**src/wcet_ram.sv**
```systemverilog
// Generic simple dual-port RAM: one write port, one read port, registered read.
// No dependencies.
`default_nettype none

module wcet_ram #(
  parameter int WIDTH = 8,
  parameter int DEPTH = 16
) (
  input  wire logic                     clk,
  input  wire logic                     we,
  input  wire logic [$clog2(DEPTH)-1:0] waddr,
  input  wire logic [WIDTH-1:0]         wdata,
  input  wire logic                     re,
  input  wire logic [$clog2(DEPTH)-1:0] raddr,
  output logic      [WIDTH-1:0]         rdata
);

  logic [WIDTH-1:0] mem [DEPTH];

  always_ff @(posedge clk) begin
    if (we) begin
      mem[waddr] <= wdata;
    end
  end

  // Read data holds its value until the next read is issued.
  always_ff @(posedge clk) begin
    if (re) begin
      rdata <= mem[raddr];
    end
  end

endmodule

`default_nettype wire

```
**config.mk**
```make
export PLATFORM = sky130hd
export DESIGN_NAME = wcet_ram
export DESIGN_NICKNAME = d
export VERILOG_FILES = /design/src/wcet_ram.sv
export SDC_FILE = /design/constraint.sdc
export NUM_CORES = 1
export LEC_CHECK = 0
export BUFFER_PORTS_ARGS = -buffer_cell sky130_fd_sc_hd__buf_2
export CAP_MARGIN = 20
export CORE_MARGIN = 1.5
export CORE_UTILIZATION = 50
export CTS_BUF_LIST = sky130_fd_sc_hd__clkbuf_8 sky130_fd_sc_hd__clkbuf_16
export DETAILED_ROUTE_END_ITERATION = 8
export PLACE_DENSITY = 0.67
export SYNTH_ARGS = -nofsm -noshare
export SYNTH_HDL_FRONTEND = slang
export SYNTH_SLANG_ARGS = --single-unit
```
**constraint.sdc**
```tcl
create_clock -name clk -period 1.99 [get_ports clk]
set_input_delay 0.199 -clock clk [delete_from_list [all_inputs] [get_ports clk]]
set_output_delay 0.199 -clock clk [all_outputs]
set_load 0.05 [all_outputs]
```
==> summary.txt <==
Number of violations reported at the end of detailed-routing iteration 0 = 174
Number of standard-cell rows in the floorplan = 37
Number of max-slew violations in the final report = 0
Number of antenna violations at the first check in global routing = 0
Root buf cell = sky130_fd_sc_hd__clkbuf_8
#FFs+latches synth = 136
Final total negative setup slack = 0 ns
Netlist area before placement = 5230 µm²
Net Sw Power = 1.40 mW
Clock-pin slew of the registers on the worst-case setup and hold paths = 0.06 ns
Clock tree from TritonCTS = built
Power share of the sequential group = 47.7%
Total setup buffers inserted after CTS = 0
Yosys warnings = 0
Count of TritonRoute iterations in the first routing pass = 5
Async set-reset flop share out of synthesis = 0%
All-Layer GR Usage = 20.1%
Clk pwr share = 47.2%
Run status = finished clean
Data arrival time of the critical path = 1.76 ns
Wire length after detailed routing = 9.90 mm
Proportion of synthesized chip area in sequential cells = 78.1%
Number of cells on the worst reg-to-reg path = 3
Die area = 11100 µm²
Final critical-path share of the clock period = 75.2%
First-pass GRT wire length = 15.3 mm
Fraction of layout cells with a size suffix above 1 = 33.7%
Met3 routing resource usage after global routing = 5.50%
Time the final worst path needs with I/O delays and setup = 1.50 ns
Area added between synthesis and finish = 20.3%
Number of buffers added by the clock tree synthesis step = 17
Number of antenna diodes = 0
Internal power contribution = 5.40 mW
Final setup vio count = 0
I/O Pins = 27
Crit Path Category = reg2reg
Area leader, netlist = sky130_fd_sc_hd__edfxtp_1
Post-synthesis area per instance = 22.8 µm²
Number of vias after detailed routing = 2485
Routed wirelength normalized by instance count = 22.6 µm
Largest buffer count on any clock path = 2
Clock tree sinks = 136
Slew at the pin closest to its max-slew limit = 0.410 ns
Cell depth of the worst min-delay path = 1
Critical path endpoint category = register
Number of hold violations in the final report = 0
HP Class = in2reg
GRT overflow = 0
Antenna Nets Post-Route = 0
Count of unique library cells instantiated by Yosys = 18
Max Clock Skew = 0.00749 ns
Number of flops mapped to enable cells by yosys = 136
Placer congestion estimate = 0.760
Proportion of total power due to net switching = 20.6%
Met2 track demand over resource = 30.2%
Initial Util = 51.1%
Mapped Cells = 229
Cell Pwr Density = 1080 nW/µm²
Max_slew headroom = 72.6%
Largest net degree at the start of global routing = 33
H-tree levels = 4
HPWL after DPL = 6.22 mm
Maximum net fanout on the critical path = 1
Vias/cell = 5.66
Number of port buffers = 26
Cell leakage power = 2.16 nW
Routing layer with the top usage in global route = met2
Upper clock frequency limit = 0.668 GHz
Post-synth net total = 248
Max-capacitance violation count = 0
Unrepaired setup endpoints after global routing = false
Post-synth top area share = 78.1%
Number of nets in the final layout = 309
Die Width = 105 µm
Cell types with the largest area share after synthesis = sky130_fd_sc_hd__edfxtp_1 78%, sky130_fd_sc_hd__mux4_2 7.8%, sky130_fd_sc_hd__mux4_1 7.0%
Floorplan die height = 105 µm
Category of the worst setup path launch point = register
Routing usage on met1 = 28.1%
Worst vdd ir = 567 µV
Placeable core region = 10200 µm²
Resized cells post-CTS = 0
Comb pwr share = 5.1%
Required @ worst endpoint = 2.26 ns
DRC violations left = 0
Share of the core filled with cells in the final layout = 61.5%
Worst skew pair latency = 0.52 ns
Number of global-route vias before repair = 2509
Quantity of hold-fixing buffers added after cts = 0
Top flip-flop cell by instance count after synthesis = sky130_fd_sc_hd__edfxtp_1
==> Yosys cell counts (2+ instances only) <==
cell                              number
sky130_fd_sc_hd__mux4_2               18
sky130_fd_sc_hd__nor3_1                4
sky130_fd_sc_hd__nand3b_1              2
sky130_fd_sc_hd__buf_2                 3
sky130_fd_sc_hd__nand2_1               9
sky130_fd_sc_hd__edfxtp_1            136
sky130_fd_sc_hd__nor2_1               13
sky130_fd_sc_hd__mux4_1               14
sky130_fd_sc_hd__nand2b_1              2
sky130_fd_sc_hd__a22oi_1              16
sky130_fd_sc_hd__buf_6                 3
sky130_fd_sc_hd__clkdlybuf4s25_2       3
==> power groups by stage <==
| stage | Clock (mW) | Sequential, mW | Combinational (mW) |
|---|---|---|---|
| 2_1_floorplan | 0 | 3.35 | 0.163 |
| 3_3_place_gp | 0 | 3.30 | 0.343 |
| 3_5_place_dp | 0 | 3.30 | 0.350 |
| 4_1_cts | 3.27 | 3.25 | 0.352 |
| 5_1_grt | 3.39 | 3.25 | 0.373 |
| 6_report | 3.21 | 3.24 | 0.348 |
==> cell usage in the layout, fill, tap and decap left out, types with 2 or more instances in the layout <==
master / instances
sky130_fd_sc_hd__a22oi_1: 16
sky130_fd_sc_hd__buf_12: 3
sky130_fd_sc_hd__buf_2: 26
sky130_fd_sc_hd__buf_4: 23
sky130_fd_sc_hd__bufinv_16: 4
sky130_fd_sc_hd__clkbuf_16: 16
sky130_fd_sc_hd__clkinv_2: 2
sky130_fd_sc_hd__clkinv_4: 4
sky130_fd_sc_hd__clkinvlp_4: 2
sky130_fd_sc_hd__edfxtp_1: 136
sky130_fd_sc_hd__inv_6: 2
sky130_fd_sc_hd__mux4_1: 14
sky130_fd_sc_hd__mux4_2: 18
sky130_fd_sc_hd__nand2_1: 9
sky130_fd_sc_hd__nand2b_1: 2
sky130_fd_sc_hd__nand3b_1: 2
sky130_fd_sc_hd__nor2_1: 13
sky130_fd_sc_hd__nor3_1: 4
==> worst max-delay path, stage by stage, from the launching register on <==
cell and delay, ns:
sky130_fd_sc_hd__edfxtp_1 0.37, sky130_fd_sc_hd__mux4_2 0.50, sky130_fd_sc_hd__a22oi_1 0.29, sky130_fd_sc_hd__nand2_1 0.09
==> routing by layer <==
metal	share of wire (%)	up-vias
met2	49	100
met3	6.0	6
met4	0.81	0
li1	-	1106
met1	44	1273
met5	0	-
==> area by class of cell <==
| type | instances | area [µm²] |
|---|---|---|
| tap | 136 | 170 |
| clock buffer | 17 | 414 |
| timing repair buffer | 52 | 363 |
| sequential | 136 | 4080 |
| multi-input combinational | 83 | 1060 |
| clock inverter | 15 | 201 |
| fill | 716 | 3940 |
==> cells by family (layout without fill, tap and decap cells) <==
group | count (synthesis) | in the layout | share of synthesized area [%]
AOI/OAI and AO/OA | 16 | 16 | 2.30
DFF | 136 | 136 | 78.1
buffers and inverters | 10 | 84 | 1.65
and+or+nand+nor | 35 | 35 | 3.14
muxes | 32 | 32 | 14.8
==> sequential cells by signal (all words and copies together) (netlist names) <==
name / count
mem: 128
rdata: 8
==> final timing paths <==
| kind | from | slack [ns] | endpoint |
|---|---|---|---|
| hold / removal | re | 0.05 | rdata[5] |
| setup / recovery | mem[3][6] | 0.49 | rdata[6] |
| hold reg to reg | mem[14][4] | 0.75 | rdata[4] |
| setup reg to reg | mem[3][6] | 0.49 | rdata[6] |
==> stage by stage <==
stage / worst slack, ns / area, µm² / total power, mW / instances / hold slack, ns
2_1_floorplan: 0.298 / 5230 / 3.51 / 229 / 0.298
4_1_cts: 0.491 / 6290 / 6.87 / 439 / 0.0199
5_1_grt: 0.423 / 6290 / 7.01 / 439 / 0.0186
6_report: 0.493 / 6290 / 6.80 / 439 / 0.0481
3_3_place_gp: 0.214 / 5670 / 3.65 / 407 / 0.577
3_5_place_dp: 0.211 / 5670 / 3.66 / 407 / 0.578
(Power assumes the default switching activity.)
